File: config.mk
export PLATFORM = sky130hd
export DESIGN_NAME = ucas_ram
export DESIGN_NICKNAME = d
export VERILOG_FILES = /design/src/rtl/ucas_ram.sv
export SDC_FILE = /design/constraint.sdc
export NUM_CORES = 2
export LEC_CHECK = 0
export BUFFER_PORTS_ARGS = -buffer_cell sky130_fd_sc_hd__buf_2
export CORE_MARGIN = 4
export CORE_UTILIZATION = 50
export DETAILED_ROUTE_END_ITERATION = 12
export PLACE_DENSITY_LB_ADDON = 0.25
export SYNTH_ARGS = -nofsm -noshare
export SYNTH_HDL_FRONTEND = slang
export SYNTH_SLANG_ARGS = --single-unit
File: constraint.sdc
create_clock -name clk -period 7.15 [get_ports clk]
set_clock_uncertainty 0.15 [all_clocks]
set_input_delay 1.0725 -clock clk [delete_from_list [all_inputs] [get_ports clk]]
set_output_delay 1.0725 -clock clk [all_outputs]
set_load 0.02 [all_outputs]
File: src/rtl/ucas_ram.sv
// Generic single-write, single-read RAM with registered read data.
module ucas_ram #(
    parameter int WIDTH = 48,
    parameter int DEPTH = 64
) (
    input  logic                     clk,
    input  logic                     we,
    input  logic [$clog2(DEPTH)-1:0] waddr,
    input  logic [WIDTH-1:0]         wdata,
    input  logic [$clog2(DEPTH)-1:0] raddr,
    output logic [WIDTH-1:0]         rdata
);

    logic [WIDTH-1:0] mem [DEPTH];

    always_ff @(posedge clk)
    begin
        if (we)
        begin
            mem[waddr] <= wdata;
        end
        rdata <= mem[raddr];
    end

endmodule

# == After elaboration in Yosys (flattened, before gate mapping) ==
# Memory sizes are Yosys's and may differ from the RTL's. A register that Yosys moved wholly into a read port is not among the register bits.
# Cells that the tools add are included.
# totals
input_bits,62
mem_count,1
ram_bits,3072
ff_bits,0
# memory_table
name,words,width,rd,rd_ports_with_merged_regs,write_ports,line_no,rtl
mem,64,48,1,1,1,14,logic [WIDTH-1:0] mem [DEPTH];
# classes
mux,2
# ops
operator,count
2-to-1 mux 1 bit,2

# == Logic depth before layout (Yosys ltp) ==
# depth
ltp_word,2
mapped_depth,9
mapped_depth_nobuf,5

# == Least setup slack after synthesis ==
# Ideal clock, no wire load.
# synth_timing
kind,input port to flip-flop
from,input waddr[3]
to,"memory mem[48][0], enable pin"
setup_ps,513
setup_slack_ps,1643
arrival_ps,4845
path_stages,4
required_ps,6487
path_buffers,1
cell_sequence,clkbuf_1 -> nor2b_1 -> nand4b_1 -> nor3_1
# synth_lines
item,line_no,rtl
start: declaration,8,"input logic [$clog2(DEPTH)-1:0] waddr,"
end: declaration,14,
# No word-level cell before the write port.

==> out/metrics.cfg <==
[status]
status = complete, no violations

[drt]
postRouteAntennaNets = 0
via_count = 56860
drtPass1Iterations = 5
routed_via_density = 6.550
wl_um = 316100
routedWlPerCell_um = 36.42
first_iter_violations = 7661
drcViolationCount = 0

[critical_path]
critPathArrivalTime_ps = 4750
crit_path_start_kind = input port
worst-setup-path-type = in -> reg
cp_slowest_cell = a221oi_1
cp_top_family = compound AO/OA/AOI/OAI gates
cp_common_cell = a221oi_1
cp_max_fo = 63
crit_required_ps = 7750
rrSetupSlack_ps = 4290
critical_path_buf_inv_count = 3
critPathMaxStageDelay_ps = 1130
path_cells = buf_8 > buf_12 > nor2b_4 > buf_4 > a22o_1 > a221oi_1 > a221oi_1
critPathCaptureType = register

[placement]
dp_hpwl_um = 170600
dp_slack_ps = 2188
place_area_um2 = 122100
placed_cells = 8095
io_buffers = 109
gp_congestion = 0.8151

[timing]
slew_viol_final = 0
final_hold_viol_count = 0
fin_crit_ps = 4150
timing.final.ws_setup_ps = 3000
rsz0062_at_grt = no
worst_slew_pin_slew_ps = 1472
period_share_pct = 58.05
tns_ps = 0
clock.fmax_ghz = 0.2410
slew-limit-headroom_pct = 1.888
setup_viol = 0

[power]
p_int_mw = 30.16
seqPwrFrac_pct = 53.3
power.share.clock_pct = 42.0
combPwrFrac_pct = 4.7
switching_share_pct = 21.03
total_leakage_power_nw = 40.89
p_switching_mw = 8.031
ir_worst_vdd_mv = 0.2218
powerDensity_nw_per_um2 = 289.1
power.total_mw = 38.19

[cts]
cts_num_sinks = 3120
clk_path_buf_depth = 4
post_cts_buffers = 0
cts-buffers-inserted = 327
path_clk_slew_ps = 60
clk_latency_ps = 950
post_cts_resized = 0
cts_tree = built
ctsHoldBuffers = 0
cts-htree-levels = 5
cts_root_buf = clkbuf_16

[final_layout]
final_cell_mix = 3072 x edfxtp_1, 754 x mux4_2, 333 x clkbuf_16
drive_gt1_share_pct = 28.19
nets = 5354
area_growth_pct = 12.82
finalNonFillerCells = 8681
fin_area_um2 = 132100
final_common_cell = edfxtp_1

[flow_run]
drv_cap = 0

[logic_synthesis]
synth-seq-area-share_pct = 79.59
synthCells = 4970
yosysTopAreaCell = edfxtp_1
syn-num-nets = 5032
synthAdderAreaFrac_pct = 0
synth-seq-cells = 3120
synth_compound_gate_area_share_pct = 3.024
syn_avg_cell_area_um2 = 23.56
synth_top_area_share_pct = 78.77
mappedNetlistArea_um2 = 117100
synth_top_family_by_area = multiplexers
muxShareOfSynthArea_pct = 15.15
synth-simple-area-share_pct = 0.9572
synth.area.top_cells = edfxtp_1 79%, mux4_2 14%, dfxtp_1 0.82%, o22ai_1 0.65%, a221oi_1 0.62%
synth_warnings = 0
synth.distinct_cells = 36
yosys.area_share.xor_xnor_pct = 0

[die]
dieArea_um2 = 242000
start_util_pct = 50.32
io_pins = 110
rows = 177
die_w_um = 492.0
core_area_um2 = 232800
dieHeight_um = 492.0

[global_routing]
grt_pass1_vias = 57110
antenna_found_initial = 37
grt_usage_pct = 26.20
overflow = 0
grt_max_degree = 116
grt_pass1_wl_um = 446900

[min_path]
hold_path.class = reg -> reg

registers in the layout, summed over array words and instances, names as in the netlist:
register	cells
mem	3072
rdata	48
cell usage after synthesis:
library cell and n:
or2_2 3, nor3_1 3, a21oi_1 74, a22oi_1 72, or3_1 3, a311o_1 1
buf_4 62, clkbuf_1 98, a31o_2 5, o22ai_1 122, and3_1 1, nand3b_1 5
nand2b_1 10, and2_1 3, nand3_1 7, mux2_2 12, buf_1 12, clkbuf_2 1
a311oi_1 11, nand4b_1 1, nand2_1 55, nor2_1 132, mux4_2 754, a211oi_1 32
edfxtp_1 3072, buf_2 98, a31oi_1 1, o221ai_1 28, mux2i_1 63, or3b_2 4
nor2b_1 24, a221oi_1 83, buf_6 11, nand4_1 2, a22o_1 57, dfxtp_1 48
area by class of cell:
class,instances,area (um^2)
Tap cell,3132,3919
Fill cell,16720,100600
Sequential cell,3120,93210
Clock buffer,428,8780
Timing Repair Buffer,275,2039
Clock inverter,140,1189
Antenna cell,18,45.04
Multi-Input combinational cell,1568,22950
metrics by stage:
stage,util [%],hold WS (ps)
2_1_floorplan,-,559.6
3_3_place_gp,52.46,633.2
3_5_place_dp,52.47,659.1
4_1_cts,56.75,644.1
5_1_grt,56.76,710.1
6_report,56.77,668.0
worst register-to-register path: cells and delay by family (launching register included):
kind,cells,cell delay (ps)
AO/OA/AOI/OAI,3,1680
flip-flops,1,370
multiplexers,1,470
power groups by stage:
stage                     Combinational, mW  Sequential, mW  Clock (mW)
after floorplan                       0.967            20.7           0
after global placement                 1.77            20.7           0
after detailed placement               1.80            20.7           0
after CTS                              1.80            20.4        16.3
after global routing                   1.89            20.3        17.1
final                                  1.79            20.3        16.1
per-layer routing:
layer / up-vias / share of wire [%] / track usage, %
met5: - / 0.011 / 0
met4: 6 / 4.0 / 9.245
met3: 672 / 10 / 5.421
met2: 3255 / 48 / 41.72
met1: 30760 / 38 / 36.48
li1: 22170 / - / -
path summary, 6_finish.rpt:
kind	startpoint	end	cells past startpoint
max	raddr[2]	rdata[43]	7
min	mem[59][24]	rdata[24]	4
max reg2reg	mem[27][43]	rdata[43]	4
min reg2reg	mem[59][24]	rdata[24]	4
logic make-up (layout without fill, tap and decap cells):
group           after synthesis  after routing
flops                      3120           3120
simple gates                253            253
mux                         829            829
other cells                   0             18
compound gates              486            486
buf+inv                     282            843
No activity file was read; power rests on OpenSTA's default activity.
