**config.mk**
```make
export PLATFORM = sky130hd
export DESIGN_NAME = ucas_mul
export DESIGN_NICKNAME = d
export VERILOG_FILES = /design/src/rtl/ucas_pkg.sv /design/src/rtl/ucas_mul.sv
export SDC_FILE = /design/constraint.sdc
export NUM_CORES = 2
export LEC_CHECK = 0
export BUFFER_PORTS_ARGS = -buffer_cell sky130_fd_sc_hd__buf_4
export CORE_MARGIN = 1.5
export CORE_UTILIZATION = 40
export CTS_CLUSTER_DIAMETER = 120
export DETAILED_ROUTE_END_ITERATION = 10
export SLEW_MARGIN = 20
export SYNTH_ARGS = -nofsm -noshare
export SYNTH_HDL_FRONTEND = slang
export SYNTH_SLANG_ARGS = --single-unit
```
**constraint.sdc**
```tcl
create_clock -name clk -period 11.8 [get_ports clk]
set_input_delay 1.77 -clock clk [delete_from_list [all_inputs] [get_ports clk]]
set_output_delay 1.77 -clock clk [all_outputs]
set_load 0.01 [all_outputs]
```
**src/rtl/ucas_pkg.sv**
```systemverilog
// Shared types, constants and saturation helpers for the upwind column solver.
package ucas_pkg;

    localparam int VAL_W          = 48;
    localparam int VEL_W          = 32;
    localparam int RAT_W          = 32;
    localparam int IDX_W          = 6;
    localparam int CNT_W          = 7;
    localparam int CFG_IDX_W      = 2;
    localparam int DEFAULT_LEVELS = 64;

    localparam logic signed [VAL_W-1:0] ONE_Q16 = 48'sd65536;
    localparam logic signed [VAL_W-1:0] MAX48   = 48'sh7FFF_FFFF_FFFF;
    localparam logic signed [VAL_W-1:0] MIN48   = 48'sh8000_0000_0000;
    localparam logic [RAT_W-1:0]        RATIO_ONE = 32'h0001_0000;

    typedef logic signed [VAL_W-1:0] val_t;
    typedef logic signed [VEL_W-1:0] vel_t;
    typedef logic [RAT_W-1:0]        ratio_t;

    typedef enum logic [CFG_IDX_W-1:0] {
        REG_X_COURANT = 2'd0,
        REG_Y_COURANT = 2'd1,
        REG_Z_COURANT = 2'd2
    } cfg_reg_t;

    typedef enum logic [1:0] {
        MUL_RAW = 2'd0,
        MUL_Q16 = 2'd1,
        MUL_Q32 = 2'd2
    } mul_mode_t;

    typedef struct packed {
        logic [63:0] a_mag;
        logic [63:0] b_mag;
        logic        neg;
        mul_mode_t   mode;
    } mul_req_t;

    typedef struct packed {
        val_t num;
        val_t den;
    } div_req_t;

    typedef enum logic [4:0] {
        ST_IDLE,
        ST_LD_CU,
        ST_LD_FX,
        ST_LD_CV,
        ST_LD_FY,
        ST_LD_AA,
        ST_LD_WR,
        ST_SURF,
        ST_F_WAIT,
        ST_F_M1,
        ST_F_M2,
        ST_F_D1,
        ST_F_D2,
        ST_B_START,
        ST_B_WAIT,
        ST_B_MUL,
        ST_O_WAIT,
        ST_O_EMIT
    } state_t;

    // Clamp a 49-bit signed sum to the 48-bit range.
    function automatic val_t sat49(input logic signed [VAL_W:0] v);
        if (v[VAL_W] != v[VAL_W-1])
        begin
            sat49 = v[VAL_W] ? MIN48 : MAX48;
        end
        else
        begin
            sat49 = v[VAL_W-1:0];
        end
    endfunction

    // Signed result from an unsigned magnitude and a sign, clamped to 48 bits.
    function automatic val_t sat_mag(input logic [127:0] q, input logic neg);
        if (neg)
        begin
            if ((|q[127:48]) || (q[47] && (|q[46:0])))
            begin
                sat_mag = MIN48;
            end
            else
            begin
                sat_mag = val_t'(-q[47:0]);
            end
        end
        else
        begin
            if (|q[127:47])
            begin
                sat_mag = MAX48;
            end
            else
            begin
                sat_mag = val_t'(q[47:0]);
            end
        end
    endfunction

    function automatic logic [63:0] mag64(input logic signed [63:0] v);
        mag64 = v[63] ? 64'(-v) : 64'(v);
    endfunction

    function automatic logic [VAL_W-1:0] mag48(input val_t v);
        mag48 = v[VAL_W-1] ? VAL_W'(-v) : VAL_W'(v);
    endfunction

endpackage

```
**src/rtl/ucas_mul.sv**
```systemverilog
// Multi-cycle 64x64 magnitude multiplier with rounding shift and 48-bit saturation.
module ucas_mul
    import ucas_pkg::*;
(
    input  logic        clk,
    input  logic        rst_n,
    input  logic        start,
    input  mul_req_t    req,
    output logic        done,
    output val_t        res,
    output logic [63:0] raw
);

    // One 32x32 partial product per cycle, then a final rounding step.
    logic [63:0]  a_reg, b_reg;
    logic         neg_reg;
    mul_mode_t    mode_reg;
    logic [127:0] acc_reg;
    logic [2:0]   step_reg;
    logic         run_reg;
    logic         done_reg;
    val_t         res_reg;

    logic [31:0]  op_a, op_b;
    logic [63:0]  pp;
    logic [127:0] pp_sh;
    logic [1:0]   pos;
    logic [127:0] rnd;
    logic [127:0] q;

    always_comb
    begin
        op_a = step_reg[1] ? a_reg[63:32] : a_reg[31:0];
        op_b = step_reg[0] ? b_reg[63:32] : b_reg[31:0];
        pp   = op_a * op_b;
        pos  = 2'(step_reg[1]) + 2'(step_reg[0]);
        unique case (pos)
            2'd0:    pp_sh = {64'd0, pp};
            2'd1:    pp_sh = {32'd0, pp, 32'd0};
            default: pp_sh = {pp, 64'd0};
        endcase
        if (mode_reg == MUL_Q32)
        begin
            rnd = acc_reg + (128'd1 << 31);
            q   = rnd >> 32;
        end
        else
        begin
            rnd = acc_reg + (128'd1 << 15);
            q   = rnd >> 16;
        end
    end

    always_ff @(posedge clk or negedge rst_n)
    begin
        if (!rst_n)
        begin
            run_reg  <= 1'b0;
            done_reg <= 1'b0;
            step_reg <= 3'd0;
        end
        else
        begin
            done_reg <= 1'b0;
            if (start && !run_reg)
            begin
                run_reg  <= 1'b1;
                step_reg <= 3'd0;
            end
            else if (run_reg)
            begin
                if (step_reg == 3'd4)
                begin
                    run_reg  <= 1'b0;
                    done_reg <= 1'b1;
                end
                else
                begin
                    step_reg <= step_reg + 3'd1;
                end
            end
        end
    end

    always_ff @(posedge clk)
    begin
        if (start && !run_reg)
        begin
            a_reg    <= req.a_mag;
            b_reg    <= req.b_mag;
            neg_reg  <= req.neg;
            mode_reg <= req.mode;
            acc_reg  <= 128'd0;
        end
        else if (run_reg)
        begin
            if (step_reg == 3'd4)
            begin
                res_reg <= sat_mag(q, neg_reg);
            end
            else
            begin
                acc_reg <= acc_reg + pp_sh;
            end
        end
    end

    assign done = done_reg;
    assign res  = res_reg;
    assign raw  = acc_reg[63:0];

endmodule

```
Yosys cells after proc, flatten, opt, wreduce, memory -nomap -nowiden

Cells that the tools add are included.

Register bits after elaboration: 312
Bits in latches: 0
Bits in writable memories: 0
Memory bits (read-only): 0
Bits of input ports: 134
Output and inout port bits: 113
Word-level logic and storage cells: 50
Memories: 0

Add/sub/neg operators: 6
Multiply operators: 1
Divide/modulo/power cells: 0
$lt $le $gt $ge: 0
Equal/unequal tests: 4
Shift operators: 0
Multiplexer cells: 16
Bitwise gates (word level): 2
Reductions and logical operators: 12

Operator list:

| operator                                                            | number |
|---|---|
| 128-bit one-hot mux with 2 select lines                             | 1 |
| 48-bit 2-to-1 mux                                                   | 3 |
| 128-bit adder                                                       | 1 |
| 128-bit by 16-bit adder with 128-bit output (second input constant) | 1 |
| 128-bit by 32-bit adder with 128-bit output (second input constant) | 1 |
| 112-bit 2-to-1 mux                                                  | 1 |
| 81-bit OR reduction                                                 | 1 |
| 80-bit OR reduction                                                 | 1 |
| 32-bit by 32-bit multiplier with 64-bit output                      | 1 |
| 32-bit 2-to-1 mux                                                   | 2 |
| 48-bit negation                                                     | 1 |
| 47-bit OR reduction                                                 | 1 |
| 3-bit 2-to-1 mux                                                    | 3 |
| 1-bit 2-to-1 mux                                                    | 6 |
| 2-bit AND reduction                                                 | 2 |
| 3-bit by 1-bit adder with 3-bit output (second input constant)      | 1 |
| 3-bit == test (second input constant)                               | 1 |
| 3-bit AND reduction                                                 | 1 |
| 1-bit by 1-bit adder with 2-bit output                              | 1 |
| 2-bit by 1-bit == test with 1-bit output (second input constant)    | 1 |
| 2-bit == test (second input constant)                               | 1 |
| 1-bit logical AND                                                   | 2 |
| 2-bit zero test                                                     | 1 |
| 2-bit inequality test (second input constant)                       | 1 |
| other kinds (4)                                                     | 5 |

Longest topological paths before layout

Word-level depth: 7
Mapped depth: 49
Gate-level depth less buffers: 44

Worst setup path after synthesis

Ideal clock, no wire load.

Path type: reg2reg
From: reg step_reg[1]
To: reg acc_reg[127]
Library setup time: 0.123 ns
Arrival time: 11.987 ns
Data required time: 11.677 ns
Slack: -0.310 ns
Cell stages (with the launch flop): 47
Buffers on the path: 6
Period minus slack after synthesis: 12.110 ns
Path through: dfrtp_1 clkbuf_1 clkbuf_1 clkbuf_1 mux2i_1 clkbuf_1 nor2_1 fa_1 fa_1 fa_1 inv_1 fa_1 inv_1 fa_1 fa_1 fa_1 inv_1 fa_1 [11 not listed] a21boi_0 xnor2_1 nand2_1 o21ai_0 ha_1 clkbuf_1 nand2_1 or3_1 nor3_1 o21ai_0 o2111ai_1 o21ai_0 a2111oi_0 nor3_1 nor4_1 a41o_1 mux2_2 mux2i_1

Longest elaborated chain between the ends: 4
Elaborated cells on any way between the ends: 10
Those cells by class: add/sub: 2; mul: 1; eq/ne: 2; mux: 2; bitwise: 1; reduce/logical: 2

Ends and longest elaborated chain:

| element                                                                            | RTL line                       | RTL |
|---|---|---|
| start: declaration                                                                 | ucas_mul.sv:19                 | `logic [2:0] step_reg;` |
| start signal: assignment                                                           | ucas_mul.sv:79                 | `step_reg <= step_reg + 3'd1;` |
| 32-bit 2-to-1 mux / 1-bit by 1-bit adder with 2-bit output (equally long branches) | ucas_mul.sv:33, ucas_mul.sv:36 |  |
| 32-bit by 32-bit multiplier with 64-bit output, or another cell as far along       | ucas_mul.sv:35                 | `pp = op_a * op_b;` |
| 128-bit one-hot mux with 2 select lines                                            | ucas_mul.sv:37                 | `unique case (pos)` |
| 128-bit adder                                                                      | ucas_mul.sv:103                | `acc_reg <= acc_reg + pp_sh;` |
| end signal: assignment                                                             | ucas_mul.sv:103                |  |
| end: declaration                                                                   | ucas_mul.sv:18                 | `logic [127:0] acc_reg;` |

Several ways; a longest one is shown, not always the timed one.
A chain may end at the register's enable or synchronous reset.

Worst setup path after layout

From: reg step_reg[0]
To: reg acc_reg[123]

Longest elaborated chain between the ends: 4
Elaborated cells on any way between the ends: 10
Those cells by class: add/sub: 2; mul: 1; eq/ne: 2; mux: 2; bitwise: 1; reduce/logical: 2

Ends and longest elaborated chain:

| element                                                                            | RTL line |
|---|---|
| 32-bit 2-to-1 mux / 1-bit by 1-bit adder with 2-bit output (equally long branches) | ucas_mul.sv:34, ucas_mul.sv:36 |
| 32-bit by 32-bit multiplier with 64-bit output, or another cell as far along       | ucas_mul.sv:35 |
| 128-bit one-hot mux with 2 select lines                                            | ucas_mul.sv:37 |
| 128-bit adder                                                                      | ucas_mul.sv:103 |

Several ways; a longest one is shown, not always the timed one.

==> impl_metrics.env <==
export IMPL_wl_met1_um=110000
export IMPL_multi_input_area_sq_um=47400
export IMPL_met3_length_um=25800
export IMPL_synth_edf_count=179
export IMPL_async_flop_share_pct=1.60
export IMPL_cts_hold_buf=0
export IMPL_die_height_um=392
export IMPL_status="finished clean"
export IMPL_rsz0062_at_grt="yes"
export IMPL_hp_class="reg -> reg"
export IMPL_avgSynthCellArea_sq_um=8.24
export IMPL_mappedNetlistArea_sq_um=60500
export IMPL_clk_pin_slew_worst_paths_ns=0.06
export IMPL_end_kind="register"
export IMPL_drc=0
export IMPL_layout_drive_gt1_share_pct=17.9
export IMPL_synth_distinct_cells=99
export IMPL_path_max_fanout=10
export IMPL_critical_path_class="reg -> reg"
export IMPL_grt_max_degree=86
export IMPL_start_util_pct=40.3
export IMPL_slowest_stage="fa_1"
export IMPL_antenna_found_initial=8
export IMPL_hold_path_depth=2
export IMPL_start_kind="register"
export IMPL_postRouteAntennaNets=0
export IMPL_synth_top_area_cell="fa_1"
export IMPL_synthCells=7342
export IMPL_relSlewSlack_pct=23.5
export IMPL_cts_tree="done"
export IMPL_post_route_min_period_ns=11.63
export IMPL_finClkSkew_ns=0.0648
export IMPL_hold_worst_slack_ns=0.502
export IMPL_grt_pass1_vias=55464
export IMPL_dpl_hpwl_um=213000
export IMPL_synth_top_area_share_pct=29.7
export IMPL_ff_latch_area_sq_um=8070
export IMPL_top_layer="met5"
export IMPL_fill_cells=14785
export IMPL_root_buffer="clkbuf_16"
export IMPL_clkLatencyLatePin_ns=0.70
export IMPL_met2_length_um=108000
export IMPL_synth_top_cells_by_count="inv_1 (998), fa_1 (897), nand2_1 (866)"
export IMPL_place_congestion=1.02
export IMPL_grt_ovfl_total=0
export IMPL_cts_htree_levels=2
export IMPL_pin_count=247
export IMPL_final_nets=9359
export IMPL_final_util_pct=48.0
export IMPL_synth_warning_count=0
export IMPL_ys_flop_type="edfxtp_1"
export IMPL_fmax_mhz=86.0
export IMPL_viasPerCell=5.68
export IMPL_ys_ff_latch=312
export IMPL_first_pass_iters=6
export IMPL_clock_sinks=312
export IMPL_worst_slew_pin_slew_ns=1.14
export IMPL_core_sq_um=150000
export IMPL_r2r_setup_slack_ns=0.17
export IMPL_die_area_sq_um=154000
export IMPL_max_cap_viol_count=0
export IMPL_cp_arrival_ns=12.13
export IMPL_ctsLongestPathBuffers=3
export IMPL_synth_most_common_cell="inv_1"
export IMPL_path_common_cell="fa_1"
export IMPL_slew_violations=0
export IMPL_via_count=56761
export IMPL_finalCritPeriodShare_pct=98.5
export IMPL_grtUsageTotal_pct=32.5
export IMPL_largest_register_ffs=128
export IMPL_drt_wl_total_um=252000
export IMPL_numPortBuffers=246
export IMPL_cp_required_ns=12.31
export IMPL_hold_viol_final=0
export IMPL_reg2reg_depth=43
export IMPL_first_iter_violations=5550
export IMPL_areaGrowthSynthToFinish_pct=18.9
export IMPL_numCtsBuffers=45
export IMPL_ys_seq_area_share_pct=13.3
export IMPL_finalSetupViolations=0
export IMPL_max_stage_delay_ns=0.56
export IMPL_fp_dieW_um=392
export IMPL_rows=142
export IMPL_grt_pass1_wl_um=367000
export IMPL_wl_per_cell_um=25.3
export IMPL_syn_nets=8768
export IMPL_yosys_top_cells_area="fa_1 (30%), edfxtp_1 (8.9%), ha_1 (8.2%), inv_1 (6.2%), nand2_1 (5.4%)"
-- cell families (layout without fill, tap and decap cells) --
| group | count (synthesis) | after routing | synth area share [%] |
|---|---|---|---|
| AO/OA/AOI/OAI | 1110 | 1110 | 11.6 |
| XOR/XNOR | 336 | 336 | 4.87 |
| adder cells (fa/ha/maj) | 1292 | 1292 | 37.9 |
| buffers and inverters | 1505 | 2131 | 9.88 |
| flip-flops | 312 | 312 | 13.3 |
| multiplexers | 161 | 161 | 2.82 |
| other | 0 | 3 | 0 |
| AND/OR/NAND/NOR | 2626 | 2626 | 19.7 |
-- cell usage in the layout (no fill, tap or decap), types with 23 or more instances in the layout --
cell type	instances
xnor2_1	180
clkbuf_16	45
nand3_1	168
nand2b_1	33
nand2_1	860
buf_4	992
o22ai_1	52
nor2b_1	41
or3_1	33
dfxtp_1	128
inv_1	998
nand4_1	182
and3_1	39
o21a_1	35
o21ai_0	232
mux2_2	65
nor2_1	849
nor4_1	77
a21o_1	113
a31oi_1	34
o21bai_1	42
mux2i_2	33
a21oi_1	325
o31a_1	25
fa_1	896
xor2_1	145
edfxtp_1	179
and4_1	23
ha_1	390
mux2i_1	40
and2_1	59
nor3_1	148
buf_12	48
-- metrics by stage --
stage | cells | setup WS, ns | instance area (sq um) | TNS [ns]
after global routing | 9984 | -0.131 | 71900 | -1.35
after global placement | 9881 | -0.385 | 69400 | -4.07
after detailed placement | 9881 | -0.587 | 69400 | -6.82
final | 9987 | 0.174 | 71900 | 0
after CTS | 9967 | 0.00132 | 71100 | 0
after floorplan | 7342 | 0.0665 | 60500 | 0
-- layer usage --
layer	global-route usage [%]	vias to the layer above
met5	0	-
met4	9.23	4
met3	7.42	420
met2	48.1	2648
met1	47.0	28482
li1	-	25207
-- final timing paths --
path / startpoint / to
hold reg to reg: acc_reg[8] / acc_reg[8]
hold / removal: acc_reg[8] / acc_reg[8]
setup reg to reg: step_reg[0] / acc_reg[123]
max in group asynchronous: rst_n / step_reg[1]
setup / recovery: step_reg[0] / acc_reg[123]
min in group asynchronous: rst_n / done
-- repair_timing --
action / in CTS / in global routing
gates resized for setup: 14 / 170
setup buffers: 4 / 17
setup endpoints to repair: 40 / 51
pin swaps: 3 / 52
-- layout make-up --
class                           instances  area share, %
Clock inverter                         30          0.578
Tap cell                             2016           3.51
Clock buffer                           52           1.63
Antenna cell                            3         0.0104
Timing Repair Buffer                 1049           11.9
Sequential cell                       312           11.2
Inverter                             1000           5.23
Multi-Input combinational cell       5525           66.0
-- worst max-delay path, delay by kind of cell (launching register included) --
kind | cells | cell delay, ns
xor+xnor | 2 | 0.60
buf+inv | 11 | 1.64
flops | 1 | 0.50
compound gates | 12 | 2.53
simple gates | 7 | 0.82
mux | 1 | 0.55
fa+ha+maj | 10 | 4.77
Power is not shown: default switching activity piles up to over one toggle a cycle in this logic, so the estimate is an artifact.
