### config.mk
export PLATFORM = sky130hd
export DESIGN_NAME = ucas_div
export DESIGN_NICKNAME = d
export VERILOG_FILES = /design/src/rtl/ucas_pkg.sv /design/src/rtl/ucas_div.sv
export SDC_FILE = /design/constraint.sdc
export NUM_CORES = 1
export LEC_CHECK = 0
export ABC_AREA = 1
export CORE_MARGIN = 5
export CORE_UTILIZATION = 58
export DETAILED_ROUTE_END_ITERATION = 16
export DONT_BUFFER_PORTS = 1
export HOLD_SLACK_MARGIN = 0.08
export PLACE_DENSITY = 0.74
export RECOVER_POWER = 25
export SLEW_MARGIN = 20
export SYNTH_ARGS = -nofsm -noshare
export SYNTH_HDL_FRONTEND = slang
export SYNTH_SLANG_ARGS = --single-unit
### constraint.sdc
create_clock -name clk -period 10.1 [get_ports clk]
set_input_delay 2.02 -clock clk [delete_from_list [all_inputs] [get_ports clk]]
set_output_delay 2.02 -clock clk [all_outputs]
set_load 0.05 [all_outputs]
### src/rtl/ucas_pkg.sv
// Shared types, constants and saturation helpers for the upwind column solver.
package ucas_pkg;

    localparam int VAL_W          = 48;
    localparam int VEL_W          = 32;
    localparam int RAT_W          = 32;
    localparam int IDX_W          = 6;
    localparam int CNT_W          = 7;
    localparam int CFG_IDX_W      = 2;
    localparam int DEFAULT_LEVELS = 64;

    localparam logic signed [VAL_W-1:0] ONE_Q16 = 48'sd65536;
    localparam logic signed [VAL_W-1:0] MAX48   = 48'sh7FFF_FFFF_FFFF;
    localparam logic signed [VAL_W-1:0] MIN48   = 48'sh8000_0000_0000;
    localparam logic [RAT_W-1:0]        RATIO_ONE = 32'h0001_0000;

    typedef logic signed [VAL_W-1:0] val_t;
    typedef logic signed [VEL_W-1:0] vel_t;
    typedef logic [RAT_W-1:0]        ratio_t;

    typedef enum logic [CFG_IDX_W-1:0] {
        REG_X_COURANT = 2'd0,
        REG_Y_COURANT = 2'd1,
        REG_Z_COURANT = 2'd2
    } cfg_reg_t;

    typedef enum logic [1:0] {
        MUL_RAW = 2'd0,
        MUL_Q16 = 2'd1,
        MUL_Q32 = 2'd2
    } mul_mode_t;

    typedef struct packed {
        logic [63:0] a_mag;
        logic [63:0] b_mag;
        logic        neg;
        mul_mode_t   mode;
    } mul_req_t;

    typedef struct packed {
        val_t num;
        val_t den;
    } div_req_t;

    typedef enum logic [4:0] {
        ST_IDLE,
        ST_LD_CU,
        ST_LD_FX,
        ST_LD_CV,
        ST_LD_FY,
        ST_LD_AA,
        ST_LD_WR,
        ST_SURF,
        ST_F_WAIT,
        ST_F_M1,
        ST_F_M2,
        ST_F_D1,
        ST_F_D2,
        ST_B_START,
        ST_B_WAIT,
        ST_B_MUL,
        ST_O_WAIT,
        ST_O_EMIT
    } state_t;

    // Clamp a 49-bit signed sum to the 48-bit range.
    function automatic val_t sat49(input logic signed [VAL_W:0] v);
        if (v[VAL_W] != v[VAL_W-1])
        begin
            sat49 = v[VAL_W] ? MIN48 : MAX48;
        end
        else
        begin
            sat49 = v[VAL_W-1:0];
        end
    endfunction

    // Signed result from an unsigned magnitude and a sign, clamped to 48 bits.
    function automatic val_t sat_mag(input logic [127:0] q, input logic neg);
        if (neg)
        begin
            if ((|q[127:48]) || (q[47] && (|q[46:0])))
            begin
                sat_mag = MIN48;
            end
            else
            begin
                sat_mag = val_t'(-q[47:0]);
            end
        end
        else
        begin
            if (|q[127:47])
            begin
                sat_mag = MAX48;
            end
            else
            begin
                sat_mag = val_t'(q[47:0]);
            end
        end
    endfunction

    function automatic logic [63:0] mag64(input logic signed [63:0] v);
        mag64 = v[63] ? 64'(-v) : 64'(v);
    endfunction

    function automatic logic [VAL_W-1:0] mag48(input val_t v);
        mag48 = v[VAL_W-1] ? VAL_W'(-v) : VAL_W'(v);
    endfunction

endpackage

### src/rtl/ucas_div.sv
// Bit-serial restoring divider giving round(num * 2^16 / den), saturated to 48 bits.
module ucas_div
    import ucas_pkg::*;
(
    input  logic     clk,
    input  logic     rst_n,
    input  logic     start,
    input  div_req_t req,
    output logic     done,
    output val_t     res
);

    logic [63:0]      n_reg;
    logic [VAL_W-1:0] d_reg;
    logic [VAL_W-1:0] rem_reg;
    logic [63:0]      q_reg;
    logic             neg_reg;
    logic             zero_reg;
    logic [6:0]       cnt_reg;
    logic             run_reg;
    logic             done_reg;
    val_t             res_reg;

    logic [VAL_W:0]   rem_sh;
    logic             ge;
    logic [VAL_W:0]   rem_sub;
    logic [VAL_W:0]   half_gap;
    logic             round_up;
    logic [64:0]      q_rnd;

    always_comb
    begin
        rem_sh   = {rem_reg, n_reg[63]};
        ge       = rem_sh >= {1'b0, d_reg};
        rem_sub  = rem_sh - {1'b0, d_reg};
        half_gap = {1'b0, d_reg} - {1'b0, rem_reg};
        round_up = {1'b0, rem_reg} >= half_gap;
        q_rnd    = {1'b0, q_reg} + 65'(round_up);
    end

    always_ff @(posedge clk or negedge rst_n)
    begin
        if (!rst_n)
        begin
            run_reg  <= 1'b0;
            done_reg <= 1'b0;
            cnt_reg  <= 7'd0;
        end
        else
        begin
            done_reg <= 1'b0;
            if (start && !run_reg)
            begin
                run_reg <= 1'b1;
                cnt_reg <= 7'd0;
            end
            else if (run_reg)
            begin
                if (cnt_reg == 7'd64)
                begin
                    run_reg  <= 1'b0;
                    done_reg <= 1'b1;
                end
                else
                begin
                    cnt_reg <= cnt_reg + 7'd1;
                end
            end
        end
    end

    always_ff @(posedge clk)
    begin
        if (start && !run_reg)
        begin
            n_reg    <= {mag48(req.num), 16'd0};
            d_reg    <= mag48(req.den);
            rem_reg  <= '0;
            q_reg    <= '0;
            neg_reg  <= req.num[VAL_W-1] ^ req.den[VAL_W-1];
            zero_reg <= (req.den == '0);
        end
        else if (run_reg)
        begin
            if (cnt_reg == 7'd64)
            begin
                res_reg <= zero_reg ? val_t'(0) : sat_mag(128'(q_rnd), neg_reg);
            end
            else
            begin
                n_reg   <= {n_reg[62:0], 1'b0};
                rem_reg <= ge ? rem_sub[VAL_W-1:0] : rem_sh[VAL_W-1:0];
                q_reg   <= {q_reg[62:0], ge};
            end
        end
    end

    assign done = done_reg;
    assign res  = res_reg;

endmodule

# ---- Word level (Yosys, flattened, before mapping)
# Index checks and enable logic that the tools add are counted.
dict set report word_totals {
  elab_cells 55
  register_bits 267
  input_bits 99
  output_inout_bits 49
}
dict set report op_classes {
  mux 18
  eq_ne 2
  bitwise_logic 3
  n_addsub 7
  reduce_logical 12
  n_lt_le_gt_ge 2
}
# operator n
set op_table {}
lappend op_table {{2-to-1 mux 48 bit} 5}
lappend op_table {{2-to-1 mux 64 bit} 3}
lappend op_table {{negation 48 bit} 3}
lappend op_table {{adder 64 x 1 -> 65 bit} 1}
lappend op_table {{>= comparator 48 x 49 -> 1 bit} 1}
lappend op_table {{>= comparator 49 x 48 -> 1 bit} 1}
lappend op_table {{subtractor 48 x 48 -> 49 bit} 1}
lappend op_table {{logical NOT 48 bit} 1}
lappend op_table {{subtractor 48 bit} 1}
lappend op_table {{2-to-1 mux 47 bit} 1}
lappend op_table {{OR reduction 47 bit} 1}
lappend op_table {{2-to-1 mux 7 bit} 3}
lappend op_table {{OR reduction 18 bit} 1}
lappend op_table {{OR reduction 17 bit} 1}
lappend op_table {{adder 7 x 1 -> 7 bit, second input constant} 1}
lappend op_table {{== test 7 bit, second input constant} 1}
lappend op_table {{2-to-1 mux 1 bit} 6}
lappend op_table {{AND reduction 2 bit} 2}
lappend op_table {{AND reduction 3 bit} 1}
lappend op_table {{logical AND 1 bit} 2}
lappend op_table {{!= test 2 bit, second input constant} 1}
lappend op_table {{NOT 1 bit} 2}
lappend op_table {{nonzero test 2 bit} 1}
lappend op_table {{logical NOT 1 bit} 1}
lappend op_table {{2 further kinds} 2}

# ---- Longest topological paths before layout
# Gate-level depths: netlist (run 1).
dict set report depth {
  ltp_word 8
  depth_mapped 46
  ltp_nobuf 46
}

# ---- Worst setup path after synthesis (run 1)
# No wires, ideal clock.
dict set report synth_path {
  kind {reg2reg}
  start {reg d_reg[0]}
  end {reg res_reg[43] (netlist: res[43]) (data pin)}
  t_arrival_ns 5.841
  t_required_ns 9.834
  period_less_slack_ns 6.107
  setup_slack_ns 3.993
  setup_time_ns 0.266
  path_stages_with_launch 45
  path_buffers 1
  path_cell_list {edfxtp_1 -> inv_1 -> ha_1 -> fa_1 -> nand3b_1 -> nand2_1 -> a21oi_1 -> o21ai_0 -> a21boi_0 -> o21ai_0 -> a21boi_0 -> xor2_1 -> ha_1 -> nand2_1 -> nor3b_1 -> nand3_1 -> nor4_1 -> nand2_1 -> [9 not listed] -> inv_1 -> nor2_4 -> nand2_4 -> nor2_4 -> buf_6 -> nand2_1 -> nand2_1 -> nand2_2 -> nor2_1 -> nand2_1 -> nor2_1 -> nand2_1 -> nor2_1 -> nand3_1 -> nand2_1 -> nor2_1 -> nor2_1 -> nor2_1}
}
dict set report synth_via {
  elab_chain_len 8
  elab_cells_between_ends 12
  cone_classes {add/sub (3); order compare (1); mux (3); reduce/logical (5)}
}
# item line
set synth_rtl {}
lappend synth_rtl {{from (decl)} ucas_div.sv:14} ;# logic [VAL_W-1:0] d_reg;
lappend synth_rtl {{from (signal assigned)} ucas_div.sv:77} ;# d_reg <= mag48(req.den);
lappend synth_rtl {{subtractor 48 x 48 -> 49 bit (*)} ucas_div.sv:36} ;# half_gap = {1'b0, d_reg} - {1'b0, rem_reg};
lappend synth_rtl {{>= comparator 48 x 49 -> 1 bit (*)} ucas_div.sv:37} ;# round_up = {1'b0, rem_reg} >= half_gap;
lappend synth_rtl {{adder 64 x 1 -> 65 bit (*)} ucas_div.sv:38} ;# q_rnd = {1'b0, q_reg} + 65'(round_up);
lappend synth_rtl {{branches (longest 4 deep; another with negation 48 bit)} -}
lappend synth_rtl {{2-to-1 mux 48 bit (*)} ucas_pkg.sv:80} ;# if (neg)
lappend synth_rtl {{to (signal assigned)} ucas_div.sv:87} ;# res_reg <= zero_reg ? val_t'(0) : sat_mag(128'(q_rnd), neg_reg);
lappend synth_rtl {{to (decl)} ucas_div.sv:22} ;# val_t res_reg;
# Every way passes the cells marked *.
# A chain may end at the register's enable or synchronous reset.

# ---- Worst setup path in the final report (run 1)
dict set report layout_path {
  start {reg d_reg[0]}
  end {reg res_reg[12] (netlist: res[12]) (data pin)}
}
# The elaborated chain is that of the path after synthesis.

==> flow_results.org, run 1 <==
** Drt
- Final ANT Viol Nets :: 0
- Summed over all layers, the routed wires come to 78.0 mm.
- Via/cell ratio :: 5.99
- The routed layout has 24100 vias.
- The pre-antenna-repair detailed-routing pass consisted of 6 iterations.
- Average detailed-routed wire length per instance :: 19.4 um
- Post-detailed-route DRC marker count :: 0
- Detailed router's first-iteration violation count :: 2736

** Die
- The initial utilization of the core area, before any placement, comes to 58.7%.
- The die is 211 um tall.
- Total number of placement rows :: 73
- In this run the horizontal extent of the chip is 211 um.
- During I/O placement, the number of pins put on the boundary was 148.
- The die covers 44400 um^2.
- Placeable core region :: 39800 um^2

** Synth
- Share of the synthesized area in the top cell type :: 18.7%
- After synthesis, the netlist uses 52 different library cells.
- Cell accounting for the most synthesized area :: sky130_fd_sc_hd__edfxtp_1
- Sequential cells were found to cover 29.3% of the synthesized design area.
- Area of the mapped netlist :: 23400 um^2
- Seq cells post-synth :: 267
- When the netlist entered floorplanning its net count stood at 3751.
- Count of yosys warnings during synthesis :: 0
- Synthesis produced 3499 cells.
- Dividing the synthesized area by the synthesized cell count gives 6.68 um^2.
- Count of flip-flops with a built-in enable after synthesis :: 146
- Asr flop ratio synth :: 3.37%
- Ranked by total cell area, the synthesized netlist is headed by sky130_fd_sc_hd__edfxtp_1 (19%), sky130_fd_sc_hd__nand2_1 (13%), sky130_fd_sc_hd__dfxtp_1 (9.6%).
- Top flip-flop cell by instance count after synthesis :: sky130_fd_sc_hd__edfxtp_1

** Layout
- Relative to the synthesized area, the layout overhead comes to 6.62%.
- Final core utilization :: 62.6%
- 0 antenna diodes ended up in the layout.
- Excluding fillers, the count of instances in the completed layout stands at 4023.
- Final #Nets :: 3725
- Of the cells placed in the final design, the portion with a size suffix greater than 1 is 3.77%.
- The register with the most flip-flops in the layout has 64 of them.
- Number of filler cells placed in the layout :: 3661

** Clock tree
- The tree is rooted in a sky130_fd_sc_hd__clkbuf_16.
- Clock insertion delay at the later pin of the skew report :: 0.59 ns
- Clock sinks :: 267
- Gates resized during post-CTS repair numbered 0.
- The number of clock buffers added by TritonCTS is 31.
- TritonCTS clock tree :: done
- Buffers added to address setup during post-CTS repair amount to 0.
- CTS built an H-tree with a depth of 1.
- After clock tree synthesis, the flow added hold-fix buffers numbering 0.
- Clock-pin transition on the worst setup and hold timing paths :: 0.06 ns
- In this run the deepest clock path goes through 3 buffers.

** STA
- Final setup slack of the worst path :: 0.805 ns
- Measured against its own limit, the worst slew margin works out to -208%.
- Total negative slack :: 0 ns
- The total count of max-transition violations in the final report was 202.
- FMAX :: 108 MHz
- Setup violations remaining at the end of the flow were counted as 0.
- The tightest hold path in the finished design has a slack of 0.518 ns.
- Total count of hold-check failures in the final report :: 0
- Subtracting the final worst setup slack from the clock period gives 9.29 ns.
- Setup repair after global routing left no endpoint under its margin.
- Share of the clock period used by the worst path after layout :: 92.0%
- Least-Margin Pin Slew :: 4.62 ns
- Post-Route Skew :: 0.0114 ns

** Place
- Placed insts :: 3964
- Routability-driven placement finished with a final weighted congestion of 1.07.
- Sum of net half-perimeters after detailed placement :: 62.1 mm
- Timing analysis after detailed placement gives a worst setup slack of 1.27 ns.
- Count of port buffers added during placement :: 0

** Outcome
- The flow ran to the end, but the final reports show violations.
- The final reports fail on max-capacitance violations, max-slew violations.

** Pwr
- In this run the power density over the cells is 360 nW/um^2.
- Peak supply drop :: 0.000252 V
- In this run the static leakage power is 10.7 nW.

** Critical path
- Source of the critical timing path :: d_reg[0]$_DFFE_PP_
- The largest single stage delay on the critical path is 0.82 ns.
- At the worst endpoint, the required time is 10.41 ns.
- The startpoint identified for the worst register-to-register timing path is d_reg[0]$_DFFE_PP_.
- In this run the worst path has a maximum fanout of 29.
- Most used cell along the critical path :: sky130_fd_sc_hd__nand2_1
- By startpoint and endpoint, the worst setup path is classified as flip-flop to flip-flop.
- Reg-to-reg endpoint :: res[12]$_SDFFCE_PP0P_
- For the worst setup path, the data arrival time is 9.61 ns.
- Number of cells on the worst reg-to-reg path :: 42
- The worst setup path is captured at a flip-flop.
- The worst setup path is launched from a flip-flop.
- Across all register-to-register paths, the minimum setup slack is 0.81 ns.
- Cell with the biggest individual delay on the critical path :: sky130_fd_sc_hd__o21ai_0
- Following the worst setup path forward leads to its endpoint at res[12]$_SDFFCE_PP0P_.

** Global routing
- Entering global routing, the biggest net connects 83 pins.
- Global routing finished with a remaining overflow of 0.
- Antenna violations before repair :: 0
- Via count of the first global-routing pass :: 22300
- The first global-routing pass estimated 121 mm of wire.
- Overall fraction of global-route tracks in use :: 33.5%

** Job
- Across the run, the number of max-cap violations was 3.

** Hold path
- The worst hold path belongs to the class flip-flop to flip-flop.
cell families after synthesis:
family          count (synthesis)  share of synthesized area, %
flops                         267                          29.3
xor+xnor                      191                          7.15
buf+inv                       544                          8.94
compound gates                648                          15.5
fa+ha+maj                     153                          8.25
simple gates                 1696                          30.8
cell type report:
| cell class | instances | area, um^2 | area share (%) |
|---|---|---|---|
| multi-input cells | 2688 | 14500 | 58.0 |
| flip-flops and latches | 267 | 6850 | 27.5 |
| inverters | 473 | 1780 | 7.14 |
| clock buffers | 44 | 875 | 3.51 |
| well taps | 525 | 657 | 2.63 |
| clock inverters | 14 | 205 | 0.823 |
| repair buffers | 12 | 98.8 | 0.396 |
cell usage after synthesis, types with 3 or more instances:
cell type                    n
sky130_fd_sc_hd__o21bai_1    6
sky130_fd_sc_hd__inv_2       4
sky130_fd_sc_hd__nor3b_1     3
sky130_fd_sc_hd__a31oi_1    35
sky130_fd_sc_hd__xnor2_1    70
sky130_fd_sc_hd__o21a_1     12
sky130_fd_sc_hd__buf_6       5
sky130_fd_sc_hd__nand2_1   811
sky130_fd_sc_hd__nor4_1     28
sky130_fd_sc_hd__a21o_1     11
sky130_fd_sc_hd__dfxtp_1   112
sky130_fd_sc_hd__buf_1       5
sky130_fd_sc_hd__a211oi_1    6
sky130_fd_sc_hd__nand3_1   185
sky130_fd_sc_hd__buf_2       4
sky130_fd_sc_hd__clkbuf_2    3
sky130_fd_sc_hd__a21oi_1   237
sky130_fd_sc_hd__clkinv_1    3
sky130_fd_sc_hd__o211ai_1   36
sky130_fd_sc_hd__a21boi_0   11
sky130_fd_sc_hd__nor2_1    469
sky130_fd_sc_hd__inv_1     466
sky130_fd_sc_hd__nand4_1    59
sky130_fd_sc_hd__o21ai_0   201
sky130_fd_sc_hd__ha_1      151
sky130_fd_sc_hd__o31ai_1     6
sky130_fd_sc_hd__or2_2      14
sky130_fd_sc_hd__o22ai_1    64
sky130_fd_sc_hd__clkbuf_1   53
sky130_fd_sc_hd__nand3b_1   12
sky130_fd_sc_hd__nor2_2     24
sky130_fd_sc_hd__dfrtp_1     9
sky130_fd_sc_hd__xor2_1    121
sky130_fd_sc_hd__o41ai_1     3
sky130_fd_sc_hd__nor2_4      7
sky130_fd_sc_hd__edfxtp_1  146
sky130_fd_sc_hd__o21ai_1    12
sky130_fd_sc_hd__nor3_1     62
sky130_fd_sc_hd__nand2_2    13
sky130_fd_sc_hd__nor2_8      3
metrics by stage:
stage / cell area, um^2 / power (W)
detailed placement: 23800 / 0.00755
global route: 24900 / 0.00971
floorplan: 23400 / 0.00614
global placement: 23800 / 0.00741
CTS: 24900 / 0.00879
finish: 24900 / 0.00898
power breakdown:
part           internal, W  switching [W]  total, W
Clock             0.000729       0.000482   0.00121
Combinational      0.00192        0.00380   0.00572
Sequential         0.00165       0.000394   0.00205
Total              0.00430        0.00468   0.00898
how the worst min path moves through the flow:
| stage | start | depth (start not counted) | end | slack (ns) |
|---|---|---|---|---|
| 2_1_floorplan | n_reg[63]$_DFFE_PP_ | 2 | rem_reg[0]$_SDFFE_PP0P_ | 0.46 |
| 3_3_place_gp | q_reg[0]$_SDFFE_PP0P_ | 2 | q_reg[1]$_SDFFE_PP0P_ | 0.49 |
| 3_5_place_dp | n_reg[49]$_DFFE_PP_ | 2 | n_reg[50]$_DFFE_PP_ | 0.51 |
| 4_1_cts | n_reg[49]$_DFFE_PP_ | 2 | n_reg[50]$_DFFE_PP_ | 0.52 |
| 5_1_grt | n_reg[42]$_DFFE_PP_ | 2 | n_reg[43]$_DFFE_PP_ | 0.55 |
| 6_report | n_reg[49]$_DFFE_PP_ | 2 | n_reg[50]$_DFFE_PP_ | 0.52 |
per-layer routing:
layer	part of all wire, %	up-vias	GRT usage, %	routed length (um)
met1	43	11000	48.3	33900
met5	0	-	0	0
met2	42	1291	50.1	32700
li1	-	11600	-	-
met3	12	168	8.36	9020
met4	3.0	0	9.37	2380
worst max-delay path: cells and delay by family (launching register included):
kind / cells / cell delay, ns
AOI/OAI and AO/OA: 7 / 2.29
xor gates and xnor gates: 1 / 0.24
adders and majority gates: 5 / 1.44
buffers and inverters: 4 / 0.82
DFF: 1 / 0.40
and+or+nand+nor: 25 / 3.77
cells in the final DEF, fill, tap and decap left out, types with 24 or more instances in the layout:
cell | netlist | final
sky130_fd_sc_hd__xnor2_1 | 70 | 70
sky130_fd_sc_hd__xor2_1 | 121 | 121
sky130_fd_sc_hd__nor4_1 | 28 | 28
sky130_fd_sc_hd__o22ai_1 | 64 | 64
sky130_fd_sc_hd__o21ai_0 | 201 | 201
sky130_fd_sc_hd__dfxtp_1 | 112 | 112
sky130_fd_sc_hd__edfxtp_1 | 146 | 146
sky130_fd_sc_hd__a21oi_1 | 237 | 237
sky130_fd_sc_hd__nand3_1 | 185 | 185
sky130_fd_sc_hd__clkbuf_16 | 0 | 31
sky130_fd_sc_hd__nor3_1 | 62 | 62
sky130_fd_sc_hd__nor2_2 | 24 | 24
sky130_fd_sc_hd__o211ai_1 | 36 | 36
sky130_fd_sc_hd__inv_1 | 466 | 466
sky130_fd_sc_hd__nor2_1 | 469 | 466
sky130_fd_sc_hd__nand4_1 | 59 | 59
sky130_fd_sc_hd__a31oi_1 | 35 | 35
sky130_fd_sc_hd__nand2_1 | 811 | 810
sky130_fd_sc_hd__ha_1 | 151 | 151
Power figures use the tool's default switching activity.
==> run 2: changes to the inputs <==
Settings changed: ABC_AREA 1 to default.
==> run 2 against run 1 <==
Net effect: synthesized cell count down 28%; highest routed layer is now met5; largest cell class unchanged; the flow still finishes with violations (max-capacitance violations, max-slew violations); first-iteration DRC count down 46%; largest power group unchanged; critical path type unchanged; worst setup slack worse by 0.081 ns.
==> flow_results.org, run 2 <==
** STA
- Setup violations remaining at the end of the flow were counted as 0.
- For this run, the top clock speed supported by timing is 107 MHz.
- Post-Route Skew :: 0.0294 ns
- Measured against its own limit, the worst slew margin works out to -106%.
- Across all setup checks in the final design, the least slack found is 0.724 ns.
- Summed over all failing endpoints, the final setup total negative slack is 0 ns.
- Share of the clock period used by the worst path after layout :: 92.8%
- Pins over their slew limit :: 204
- Worst hold-check slack :: 0.490 ns
- Post-route minimum period :: 9.38 ns
- At the pin with the least slew margin, the transition time is 3.09 ns.
- The number of hold-slack violations in the final timing report was 0.

** Clock tree
- Clock root buffer :: sky130_fd_sc_hd__clkbuf_16
- The clock reaches the later pin of the worst-skew pair after 0.60 ns.
- In this run the number of H-tree levels came out at 1.
- Buffers added to address setup during post-CTS repair amount to 0.
- Clock buffer count from CTS :: 31
- Clock sinks :: 267
- TritonCTS built the clock tree.
- After clock tree synthesis, the clock-pin slew on the worst setup and hold paths is 0.06 ns.
- No sink is reached through more buffers than the 3 on the longest clock path.

** Synth
- Asr flop ratio synth :: 3.37%
- Count of yosys warnings during synthesis :: 0
- By area the synthesized netlist is led by sky130_fd_sc_hd__edfxtp_1 (21%), sky130_fd_sc_hd__dfxtp_1 (11%), sky130_fd_sc_hd__ha_1 (9.0%).
- Syn Nets :: 2775
- The share of synthesized area in the top cell type comes to 20.8%.
- In the synthesized netlist, mux cells make up 1.67% of the area.
- The netlist uses 71 different library cells.
- Summing the areas of all compound-gate instances in the mapped netlist gives 19.6% of the synthesized area.
- Register area share after synthesis :: 32.6%
- The synthesized netlist devotes 20.7% of its cell area to simple gates.
- By area, the combinational part of the netlist is dominated by simple AND/OR/NAND/NOR gates.
- Ranked by instance count, the synthesized netlist is headed by sky130_fd_sc_hd__nand2_1 (310), sky130_fd_sc_hd__o21ai_0 (211), sky130_fd_sc_hd__xnor2_1 (158).
- Dividing the synthesized area by the synthesized cell count gives 8.34 um^2.
- Synth Area in Adders :: 9.17%
- Mapped Cells :: 2523
- Share of the synthesized netlist area taken by xor and xnor gates :: 11.4%
- Cell accounting for the most synthesized area :: sky130_fd_sc_hd__edfxtp_1
- Top flip-flop cell by instance count after synthesis :: sky130_fd_sc_hd__edfxtp_1
- Seq cells post-synth :: 267
- Count of flip-flops with a built-in enable after synthesis :: 146
- Most common cell in the netlist :: sky130_fd_sc_hd__nand2_1
- The mapped netlist covers 21000 um^2.

** Critical path
- Data on the critical path arrives at its endpoint at 9.67 ns.
- The number of buffers and inverters on the critical path is 2.
- Cell family contributing the most delay on the critical path :: compound AO/OA/AOI/OAI gates
- Across all register-to-register paths, the minimum setup slack is 0.72 ns.
- Number of cells on the worst reg-to-reg path :: 33
- The slowest stage of the critical path belongs to the cell sky130_fd_sc_hd__or4_1.
- Reg-to-reg endpoint :: res[23]$_SDFFCE_PP0P_
- The critical path starts at d_reg[0]$_DFFE_PP_.
- STA puts the critical path data required time at 10.40 ns.
- Largest fanout of any net on the critical path :: 26
- Endpoint of the worst setup timing path :: res[23]$_SDFFCE_PP0P_
- The critical path is of the flip-flop to flip-flop type.
- Crit start category :: flip-flop
- STA classifies the critical path endpoint as a flip-flop.
- In this design, the critical path's most frequently occurring cell is sky130_fd_sc_hd__ha_1.
- The startpoint identified for the worst register-to-register timing path is d_reg[0]$_DFFE_PP_.
- The critical path runs through a total of 33 cells.
- On the worst path, the slowest cell contributes a delay of 0.85 ns.

** Layout
- Leaving out fill and tap cells, the most frequent cells in the layout are sky130_fd_sc_hd__nand2_1 (309), sky130_fd_sc_hd__o21ai_0 (211), sky130_fd_sc_hd__xnor2_1 (158), sky130_fd_sc_hd__ha_1 (151), sky130_fd_sc_hd__edfxtp_1 (146).
- Final #Nets :: 2699
- Fill cells in the final layout number 3112.
- The register with the most flip-flops in the layout has 64 of them.
- Antenna diodes :: 0
- Syn-to-layout area delta :: 6.07%
- For this run, the number of standard cells in the final layout without fillers is 2933.
- Share of post-route cells with drive strength above 1 :: 4.25%
- Most common library cell in the layout ignoring fill and taps :: sky130_fd_sc_hd__nand2_1

** Pwr
- Flop pwr share :: 26.4%
- Per report_power, the clock group accounts for 14.1% of the total.
- Portion of total power attributed to combinational logic :: 59.6%
- Net switching is 46.9% of the power.
- Leakage power figure :: 9.02 nW
- For this design the total switching power over the nets is 0.00377 W.
- Power spread over the standard cell area amounts to 360 nW/um^2.
- Peak supply drop :: 0.000203 V
- Internal power contribution :: 0.00426 W

** Drt
- For this block, the via count after detailed routing is 18500.
- For this run, design rule violations remaining after detail routing come to 0.
- Final ANT Viol Nets :: 0
- Average detailed-routed wire length per instance :: 18.8 um
- For this block, the routed nets add up to 55.2 mm of wire.
- After detailed routing, the number of vias per cell comes to 6.32.
- Detailed router's first-iteration violation count :: 1491
- The first detailed-routing pass took 5 iterations.

** Die
- Die Y-Extent :: 200 um
- Placeable core region :: 35700 um^2
- In this run the horizontal extent of the chip is 200 um.
- For this configuration, the core starts out at a cell density of 59.0%.
- Total number of placement rows :: 69
- Die Outline Area :: 40200 um^2
- During I/O placement, the number of pins put on the boundary was 148.

** Job
- Maxcap violations :: 3

** Global routing
- The number of antenna violations at the first check in global routing was 2.
- Total overflow reported by the global router :: 0
- Overall fraction of global-route tracks in use :: 26.5%
- Pin count of the biggest net entering global routing :: 93
- Wire length of the first global-routing pass :: 90.8 mm
- Via count of the first global-routing pass :: 17300

** Outcome
- The checks that failed: max-capacitance violations, max-slew violations.
- Status :: finished, violations left

** Place
- Prior to clock tree synthesis, the placed netlist has a worst setup slack of 0.692 ns.
- Detailed placement finished with a half-perimeter wire length of 41.2 mm.
- Placer congestion estimate :: 0.927
- Placed insts :: 2875
- Count of port buffers added during placement :: 0

** Hold path
- The min-delay analysis places its worst path in the category flip-flop to flip-flop.
==> run 2: cell count changes in the layout (fill, tap and decap cells not counted), moves of 36 or more <==
cell / change
sky130_fd_sc_hd__a21oi_1: -125
sky130_fd_sc_hd__a21o_1: +53
sky130_fd_sc_hd__nand2_1: -501
sky130_fd_sc_hd__inv_1: -323
sky130_fd_sc_hd__o31ai_1: +36
sky130_fd_sc_hd__xnor2_1: +88
sky130_fd_sc_hd__nand3_1: -57
sky130_fd_sc_hd__nor2_1: -363
==> run 2: final cells by class <==
type / count / area (um^2) / share of cell area [%]
sequential: 267 / 6850 / 30.7
timing repair buffer: 17 / 120 / 0.538
clock inverter: 18 / 171 / 0.768
clock buffer: 40 / 841 / 3.77
tap: 461 / 577 / 2.59
multi-input combinational: 1985 / 13200 / 59.2
inverter: 145 / 546 / 2.45
==> run 2: kinds of logic (layout without fill, tap and decap cells) <==
group                    Yosys count  after routing
AND/OR/NAND/NOR                  874            874
adder cells (fa/ha/maj)          153            153
XOR/XNOR                         274            274
AO/OA/AOI/OAI                    649            649
flip-flops                       267            267
multiplexers                      35             35
buffers and inverters            271            220
==> run 2: repair_timing <==
action | 4_1_cts | 5_1_grt
setup endpoints to repair | 0 | 43
gates resized for setup | 0 | 3
hold buffers | 0 | 0
==> run 2: routing by layer <==
layer | wire length (um) | GRT usage, %
met5 | 7 | 0
met4 | 1340 | 6.44
met3 | 4350 | 5.22
met2 | 23200 | 39.6
met1 | 26300 | 39.7
==> run 2: tightest hold or removal path: cells and delay by family, from the launching register on <==
family | cells | cell delay (ns)
AND/OR/NAND/NOR | 2 | 0.11
flip-flops | 1 | 0.34
==> run 2: stage by stage <==
stage / utilization, % / power, W / instance area (um^2)
finish: 62.6 / 0.00803 / 22300
global route: 62.6 / 0.00873 / 22300
CTS: 62.6 / 0.00795 / 22300
detailed placement: 59.7 / 0.00679 / 21300
global placement: 59.7 / 0.00664 / 21300
floorplan: - / 0.00569 / 21000
==> run 2: power groups by stage <==
stage / sequential [W] / clock [W] / combinational, W
after floorplan: 0.00192 / 0 / 0.00378
after global placement: 0.00211 / 0 / 0.00454
after detailed placement: 0.00212 / 0 / 0.00467
after CTS: 0.00210 / 0.00115 / 0.00470
after global routing: 0.00217 / 0.00119 / 0.00537
final: 0.00212 / 0.00113 / 0.00478
==> run 2: worst min-delay path by stage <==
| stage | end | from | cells past startpoint | slack [ns] |
|---|---|---|---|---|
| 5_1_grt | q_reg[1]$_SDFFE_PP0P_ | q_reg[0]$_SDFFE_PP0P_ | 2 | 0.50 |
| 2_1_floorplan | q_reg[1]$_SDFFE_PP0P_ | q_reg[0]$_SDFFE_PP0P_ | 2 | 0.44 |
| 3_5_place_dp | q_reg[1]$_SDFFE_PP0P_ | q_reg[0]$_SDFFE_PP0P_ | 2 | 0.48 |
| 6_report | q_reg[1]$_SDFFE_PP0P_ | q_reg[0]$_SDFFE_PP0P_ | 2 | 0.49 |
| 4_1_cts | q_reg[30]$_SDFFE_PP0P_ | q_reg[29]$_SDFFE_PP0P_ | 2 | 0.48 |
| 3_3_place_gp | q_reg[1]$_SDFFE_PP0P_ | q_reg[0]$_SDFFE_PP0P_ | 2 | 0.46 |
